$ cat config.mk
export PLATFORM = sky130hd
export DESIGN_NAME = mroe_ctrl
export DESIGN_NICKNAME = d
export VERILOG_FILES = /design/src/rtl/mroe_pkg.sv /design/src/rtl/mroe_ctrl.sv
export VERILOG_INCLUDE_DIRS = /design/src /design/src/rtl
export SDC_FILE = /design/constraint.sdc
export NUM_CORES = 1
export LEC_CHECK = 0
export ABC_CLOCK_PERIOD_IN_PS = 3100
export BUFFER_PORTS_ARGS = -buffer_cell sky130_fd_sc_hd__buf_2
export CORE_AREA = 3 3 40 42
export DETAILED_ROUTE_END_ITERATION = 12
export DIE_AREA = 0 0 43 45
export PLACE_DENSITY = 0.67
export SYNTH_ARGS = -nofsm -noshare
export SYNTH_HDL_FRONTEND = slang
export SYNTH_SLANG_ARGS = --single-unit
$ cat constraint.sdc
create_clock -name clk_i -period 3.1 [get_ports clk_i]
set_input_delay 0.31 -clock clk_i [delete_from_list [all_inputs] [get_ports clk_i]]
set_output_delay 0.31 -clock clk_i [all_outputs]
set_load 0.02 [all_outputs]
$ cat src/rtl/matrix_row_operation_engine_assert.svh
`ifndef MATRIX_ROW_OPERATION_ENGINE_ASSERT_SVH
`define MATRIX_ROW_OPERATION_ENGINE_ASSERT_SVH

// same-cycle implication on clk_i, disabled while rst_ni is asserted
`define MROE_ASSERT_NOW(name, lhs, rhs) \
  name: assert property (@(posedge clk_i) disable iff (!rst_ni) (lhs) |-> (rhs)) \
    else $error("mroe assertion failed");

// next-cycle implication on clk_i, disabled while rst_ni is asserted
`define MROE_ASSERT_NEXT(name, lhs, rhs) \
  name: assert property (@(posedge clk_i) disable iff (!rst_ni) (lhs) |=> (rhs)) \
    else $error("mroe assertion failed");

`endif

$ cat src/rtl/mroe_pkg.sv
`default_nettype none

package mroe_pkg;

  // fixed field widths of the stream items
  localparam int KIND_W     = 3;
  localparam int IDX_W      = 4;
  localparam int VAL_W      = 32;
  localparam int IN_DATA_W  = 80;
  localparam int OUT_DATA_W = 32;

  // configuration port
  localparam int CFG_IDX_W  = 1;
  localparam int CFG_DATA_W = 4;
  localparam logic [CFG_IDX_W-1:0]  CFG_ROWS_IN_USE = 1'b0;
  localparam logic [CFG_IDX_W-1:0]  CFG_COLS_IN_USE = 1'b1;
  localparam logic [CFG_DATA_W-1:0] CFG_RESET_COUNT = 4'd8;

  // operation codes
  typedef enum logic [KIND_W-1:0] {
    KIND_WRITE = 3'd0,
    KIND_READ  = 3'd1,
    KIND_SWAP  = 3'd2,
    KIND_SCALE = 3'd3,
    KIND_ADD   = 3'd4
  } mroe_kind_e;

  // controller states
  typedef enum logic [3:0] {
    ST_CLEAR,
    ST_IDLE,
    ST_DECODE,
    ST_READ,
    ST_CAPTURE,
    ST_MUL_LO,
    ST_MUL_HI,
    ST_SUM,
    ST_WRITE_A,
    ST_WRITE_B,
    ST_DONE
  } mroe_state_e;

  // controller to datapath
  typedef struct packed {
    logic load;
    logic clr_we;
    logic cap;
    logic mul_lo;
    logic mul_hi;
    logic sum;
    logic wr_a;
    logic wr_b;
    logic cnt_inc;
    logic out_load;
  } mroe_cmd_t;

  // datapath to controller
  typedef struct packed {
    logic [KIND_W-1:0] kind;
    logic              reject;
    logic              no_cols;
    logic              col_last;
    logic              clr_last;
    logic              out_free;
  } mroe_status_t;

endpackage

`default_nettype wire

$ cat src/rtl/mroe_ctrl.sv
`default_nettype none

`include "matrix_row_operation_engine_assert.svh"

module mroe_ctrl (
  input  wire logic                   clk_i,
  input  wire logic                   rst_ni,
  input  wire logic                   in_valid_i,
  output logic                        in_ready_o,
  input  wire mroe_pkg::mroe_status_t status_i,
  output mroe_pkg::mroe_cmd_t         cmd_o
);

  import mroe_pkg::*;

  mroe_state_e state_q;
  mroe_state_e state_d;

  // state register, starts with the clearing pass
  always_ff @(posedge clk_i or negedge rst_ni) begin
    if (!rst_ni) begin
      state_q <= ST_CLEAR;
    end else begin
      state_q <= state_d;
    end
  end

  // next state and commands
  always_comb begin
    state_d    = state_q;
    cmd_o      = '0;
    in_ready_o = 1'b0;
    case (state_q)
      ST_CLEAR: begin
        cmd_o.clr_we = 1'b1;
        if (status_i.clr_last) begin
          state_d = ST_IDLE;
        end
      end
      ST_IDLE: begin
        in_ready_o = 1'b1;
        if (in_valid_i) begin
          cmd_o.load = 1'b1;
          state_d    = ST_DECODE;
        end
      end
      ST_DECODE: begin
        if (status_i.reject) begin
          state_d = ST_DONE;
        end else begin
          case (status_i.kind)
            KIND_WRITE: state_d = ST_WRITE_A;
            KIND_READ:  state_d = ST_READ;
            KIND_SWAP, KIND_SCALE, KIND_ADD: begin
              state_d = status_i.no_cols ? ST_DONE : ST_READ;
            end
            default:    state_d = ST_DONE;
          endcase
        end
      end
      ST_READ: begin
        state_d = ST_CAPTURE;
      end
      ST_CAPTURE: begin
        cmd_o.cap = 1'b1;
        case (status_i.kind)
          KIND_READ: state_d = ST_DONE;
          KIND_SWAP: state_d = ST_WRITE_A;
          default:   state_d = ST_MUL_LO;
        endcase
      end
      ST_MUL_LO: begin
        cmd_o.mul_lo = 1'b1;
        state_d      = ST_MUL_HI;
      end
      ST_MUL_HI: begin
        cmd_o.mul_hi = 1'b1;
        state_d      = ST_SUM;
      end
      ST_SUM: begin
        cmd_o.sum = 1'b1;
        state_d   = ST_WRITE_A;
      end
      ST_WRITE_A: begin
        cmd_o.wr_a = 1'b1;
        case (status_i.kind)
          KIND_WRITE: state_d = ST_DONE;
          KIND_SWAP:  state_d = ST_WRITE_B;
          default: begin
            if (status_i.col_last) begin
              state_d = ST_DONE;
            end else begin
              cmd_o.cnt_inc = 1'b1;
              state_d       = ST_READ;
            end
          end
        endcase
      end
      ST_WRITE_B: begin
        cmd_o.wr_b = 1'b1;
        if (status_i.col_last) begin
          state_d = ST_DONE;
        end else begin
          cmd_o.cnt_inc = 1'b1;
          state_d       = ST_READ;
        end
      end
      ST_DONE: begin
        if (status_i.out_free) begin
          cmd_o.out_load = 1'b1;
          state_d        = ST_IDLE;
        end
      end
      default: begin
        state_d = ST_IDLE;
      end
    endcase
  end

  // checks
  `MROE_ASSERT_NEXT(a_accept_decodes, in_valid_i && in_ready_o, state_q == ST_DECODE)
  `MROE_ASSERT_NEXT(a_reject_to_done, state_q == ST_DECODE && status_i.reject, state_q == ST_DONE)
  `MROE_ASSERT_NOW(a_no_write_on_reject, cmd_o.wr_a || cmd_o.wr_b, !status_i.reject)
  `MROE_ASSERT_NOW(a_no_step_past_last, cmd_o.cnt_inc, !status_i.col_last)

endmodule

`default_nettype wire

Word-level counts from Yosys, hierarchy flattened:

Index checks and enable logic that the tools add are counted.
Widths: inputs -> output; s select.

* eq/ne operators: 17
* multiplexer cells: 25
* reduce and logical (&&, ||, !) cells: 5

Operators by type and width (number)
* $pmux 4 s11: 1
* $mux 4: 6
* $eq 4x3->1 const B: 4
* $pmux 4 s2: 2
* $mux 1: 14
* $eq 4x4->1 const B: 3
* $pmux 4 s3: 1
* $eq 4x2->1 const B: 2
* $eq 3x2->1 const B: 2
* $ne 2x2->1 const B: 3
* $eq 4x1->1 const B: 1
* $logic_not 4->1: 1
* $eq 3x1->1 const B: 1
* $eq 3x3->1 const B: 1
* $logic_not 3->1: 1
* $reduce_and 3->1: 1
* $reduce_or 3->1: 1
* $pmux 1 s2: 1
* $reduce_or 2->1: 1

* register bits: 4
* input port bits: 11
* output and inout bits: 11
* word-level logic and storage cells: 48

Depth between registers and ports, before layout:

* depth in word-level cells: 5
* depth in mapped cells: 6

Worst setup path after synthesis:

No wires, ideal clock.

* kind: register to output
* start: reg state_q[1]
* end: out cmd_o[9] (netlist name)
* arrival: 1.553 ns
* setup slack: 1.237 ns
* cell stages (with the launch flop): 6
* buffers on the path: 1
* cell sequence: dfrtp_1 -> buf_2 -> inv_1 -> nand2_1 -> nor3_1 -> and2_1

RTL lines
* start: declaration: line mroe_ctrl.sv:16 `mroe_state_e state_q;`
* start signal: assignment: line mroe_ctrl.sv:24 `state_q <= state_d;`
* end: declaration: line mroe_ctrl.sv:11 `output mroe_pkg::mroe_cmd_t cmd_o`

==> run_summary.xml <==
<?xml version="1.0" encoding="UTF-8"?>
<metrics>
  <group name="place">
    <metric name="buffer_ports.inserted" unit="">21</metric>
    <metric name="gp_congestion" unit="">0.829</metric>
    <metric name="place_hpwl" unit="mm">1.01</metric>
    <metric name="placedInstanceArea" unit="um^2">584</metric>
  </group>
  <group name="power_and_ir_drop">
    <metric name="irDropWorstVdd" unit="mV">0.317</metric>
    <metric name="powerDensity" unit="nW/um^2">759</metric>
    <metric name="cellLeakagePower" unit="nW">0.272</metric>
    <metric name="finalPower" unit="mW">0.468</metric>
  </group>
  <group name="worst_hold_path">
    <metric name="hold_path.class" unit="">input port to flop</metric>
    <metric name="whs_path_depth" unit="">2</metric>
  </group>
  <group name="global_routing">
    <metric name="grt_first_pass_wirelength" unit="mm">2.39</metric>
    <metric name="maximum_number_of_pins_on_one_net_before_global_route_repair" unit="">19</metric>
    <metric name="globalRoute.totalOverflow" unit="">0</metric>
    <metric name="grt_util_all_layers" unit="%">16.1</metric>
    <metric name="first_global_vias" unit="">545</metric>
    <metric name="grt_antenna_before_repair" unit="">0</metric>
  </group>
  <group name="synthesis">
    <metric name="synth-adder-area-share" unit="%">0</metric>
    <metric name="synth_top_family_by_area" unit="">simple AND/OR/NAND/NOR gates</metric>
    <metric name="synthesis.yosys.warnings" unit="">0</metric>
    <metric name="synth_cells" unit="">75</metric>
    <metric name="yosys.area.top_type" unit="">sky130_fd_sc_hd__dfrtp_1</metric>
    <metric name="syn_nets" unit="">86</metric>
    <metric name="area_fraction_in_compound_gates_after_synthesis" unit="%">28.2</metric>
    <metric name="synth.top_cells.by_area" unit="">sky130_fd_sc_hd__dfrtp_1 19%, sky130_fd_sc_hd__nor3_1 8.8%, sky130_fd_sc_hd__nor2_1 5.8%, sky130_fd_sc_hd__nor4_1 4.9%, sky130_fd_sc_hd__nand2_1 4.4%</metric>
    <metric name="synth_simple_gate_area_share" unit="%">36.5</metric>
    <metric name="post_synth_instance_area" unit="um^2">514</metric>
    <metric name="portion_of_the_post_synthesis_area_used_by_sequential_elements" unit="%">19.5</metric>
    <metric name="synth-seq-cells" unit="">4</metric>
    <metric name="synth_top_area_share" unit="%">19.5</metric>
    <metric name="postSynthAreaPerCell" unit="um^2">6.86</metric>
    <metric name="post_synth_xor_area_fraction" unit="%">1.70</metric>
    <metric name="synth.mux.area_fraction" unit="%">0</metric>
    <metric name="count_of_distinct_cell_types_in_the_synthesized_netlist" unit="">33</metric>
  </group>
  <group name="sta">
    <metric name="slew_violations" unit="">0</metric>
    <metric name="max_clock_skew" unit="ps">0.635</metric>
    <metric name="timing_worst_slew_pin_value" unit="ps">538</metric>
    <metric name="tns" unit="ps">0</metric>
    <metric name="max_clock_freq" unit="MHz">501</metric>
    <metric name="min_period_over_period" unit="%">64.4</metric>
    <metric name="layout_min_cycle_time" unit="ps">2000</metric>
    <metric name="holdWs" unit="ps">312</metric>
    <metric name="worst_slew_margin_rel" unit="%">63.6</metric>
    <metric name="grt_setup_unrepaired" unit="">no</metric>
    <metric name="report.final.setup_viol" unit="">0</metric>
    <metric name="final_hold_violations" unit="">0</metric>
  </group>
  <group name="detailed_routing">
    <metric name="initialDrtViolationCount" unit="">22</metric>
    <metric name="wl_per_instance" unit="um">12.4</metric>
    <metric name="average_via_count_per_standard_cell" unit="">5.85</metric>
    <metric name="drt_pass1_iterations" unit="">4</metric>
    <metric name="ant_nets" unit="">0</metric>
    <metric name="postRouteWirelength" unit="mm">1.31</metric>
    <metric name="route.detailed.drc" unit="">0</metric>
    <metric name="via_total_after_detailed_routing" unit="">620</metric>
  </group>
  <group name="clock_network">
    <metric name="clockBufferDepth" unit="">2</metric>
    <metric name="cts_inserted_buffers" unit="">3</metric>
    <metric name="clkSinkCount" unit="">4</metric>
    <metric name="cts.htree.levels" unit="">1</metric>
    <metric name="clock_input_transition_at_the_sequential_cells_of_the_worst_setup_and_hold_paths" unit="ps">40</metric>
    <metric name="clockRootBuffer" unit="">sky130_fd_sc_hd__clkbuf_4</metric>
    <metric name="tritoncts_clock_tree" unit="">built</metric>
    <metric name="ctsResizeCount" unit="">0</metric>
    <metric name="worstSkewPairLatency" unit="ps">230</metric>
  </group>
  <group name="critical_path">
    <metric name="critical_path.max_stage_delay" unit="ps">490</metric>
    <metric name="r2r_cells" unit="">5</metric>
    <metric name="timing_worst_setup_path_type" unit="">flop to output port</metric>
    <metric name="worstPathCellList" unit="">inv_1 &gt; nand2_1 &gt; nor4_1 &gt; buf_2</metric>
    <metric name="start_kind" unit="">flop</metric>
    <metric name="cp-end-kind" unit="">output port</metric>
    <metric name="critPathRequiredTime" unit="ps">2790</metric>
    <metric name="cpMaxStageDelayCell" unit="">sky130_fd_sc_hd__dfrtp_1</metric>
    <metric name="timing.critical_path.fanout_max" unit="">12</metric>
    <metric name="crit_arrival" unit="ps">1690</metric>
  </group>
  <group name="floorplanning">
    <metric name="fp.dieW" unit="um">43</metric>
    <metric name="boundaryPins" unit="">22</metric>
    <metric name="placementRows" unit="">13</metric>
    <metric name="dieArea" unit="um^2">1940</metric>
    <metric name="initial_core_util" unit="%">40.0</metric>
    <metric name="chipHeight" unit="um">45</metric>
    <metric name="core_area" unit="um^2">1280</metric>
  </group>
  <group name="cells_and_area">
    <metric name="largest_register_ffs" unit="">4</metric>
    <metric name="max_flop_register" unit="">state_q</metric>
    <metric name="area_added_between_synthesis_and_finish" unit="%">20.0</metric>
    <metric name="drive_gt1_share" unit="%">26.4</metric>
    <metric name="finish.instance_area" unit="um^2">617</metric>
    <metric name="final_net_count" unit="">104</metric>
    <metric name="layout_top_registers" unit="">state_q: 4 flops</metric>
    <metric name="antenna_cells_inserted" unit="">0</metric>
  </group>
  <group name="job">
    <metric name="maxCapViolations" unit="">0</metric>
  </group>
  <group name="outcome">
    <metric name="run_status" unit="">finished, final reports clean</metric>
  </group>
</metrics>
## cell usage after synthesis (all sizes together)
library cell / number
o21a: 1
o311ai: 2
o21ai: 1
nor3: 9
or3: 1
nand2: 6
o2111a: 1
nor3b: 1
dfrtp: 4
nor2b: 1
and2: 1
xnor2: 1
o22ai: 1
a21oi: 4
a31oi: 2
o31ai: 1
a21boi: 1
a211oi: 1
nand3b: 1
clkbuf: 3
nor2: 8
or2b: 1
nor4b: 2
a22oi: 1
nand2b: 1
o41ai: 2
a2111oi: 2
buf: 6
nor4: 4
inv: 5
## through the flow
step / std cells / util, % / worst slack (ps)
detailed placement: 102 / 45.5 / 1360
finish: 106 / 48.0 / 1100
CTS: 106 / 48.0 / 1120
global placement: 102 / 45.5 / 1340
global route: 106 / 48.0 / 929
floorplan: 75 / - / 1240
## cell type report
| class | instances | area, um^2 |
|---|---|---|
| clock buffers | 3 | 22.5 |
| fillers | 140 | 668 |
| inverters | 5 | 18.8 |
| multi-input cells | 57 | 342 |
| flip-flops and latches | 4 | 100 |
| well taps | 15 | 18.8 |
| repair buffers | 22 | 115 |
## critical path: cells and delay by family, from the launching register on
kind / cells / cell delay (ps)
buffers and inverters: 2 / 410
and+or+nand+nor: 2 / 560
DFF: 1 / 490
## power by group
part           internal (mW)  total, mW  switching (mW)  leakage, nW
logic                  0.104      0.260           0.156        0.207
registers             0.0720      0.147          0.0749       0.0515
clock network         0.0431     0.0614          0.0183       0.0138
## repair_timing
action / 4_1_cts / 5_1_grt
hold buffers: 1 / 0
hold endpoints to repair: 4 / 0
setup buffers: 0 / 0
## kinds of logic (layout without fill, tap and decap cells)
kind of cell,Yosys count,count (layout)
flops,4,4
compound gates,20,20
simple gates,36,36
xor+xnor,1,1
buf+inv,14,30
## layer usage
metal / global-route usage, % / routed length [um] / share of wire [%] / vias to the layer above
met5: 0 / 0 / 0 / -
met4: 7.83 / 0 / 0 / 0
met3: 5.18 / 76 / 5.8 / 0
met2: 22.8 / 656 / 50 / 24
met1: 22.1 / 576 / 44 / 279
li1: - / - / - / 317
## placed cells by master, fill, tap and decap left out, types with 2 or more instances in the layout
cell type                   instances
sky130_fd_sc_hd__nor4_1             4
sky130_fd_sc_hd__nand2_1            6
sky130_fd_sc_hd__o41ai_1            2
sky130_fd_sc_hd__nor4b_1            2
sky130_fd_sc_hd__dfrtp_1            4
sky130_fd_sc_hd__nor2_1             8
sky130_fd_sc_hd__a2111oi_0          2
sky130_fd_sc_hd__o311ai_1           2
sky130_fd_sc_hd__a21oi_1            4
sky130_fd_sc_hd__inv_1              5
sky130_fd_sc_hd__buf_2             21
sky130_fd_sc_hd__a31oi_1            2
sky130_fd_sc_hd__nor3_1             9
sky130_fd_sc_hd__clkbuf_4           3
## final timing paths
kind / from / endpoint / slack (ps)
worst max-delay path: state_q[2] / cmd_o[1] / 1100
worst min-delay path: status_i[0] / state_q[1] / 310
worst max register to register: state_q[0] / state_q[1] / 1310
worst min register to register: state_q[3] / state_q[2] / 760
max in group asynchronous: rst_ni / state_q[1] / 2570
min in group asynchronous: rst_ni / state_q[3] / 410
Note: power is estimated with default switching activity, not from simulation.
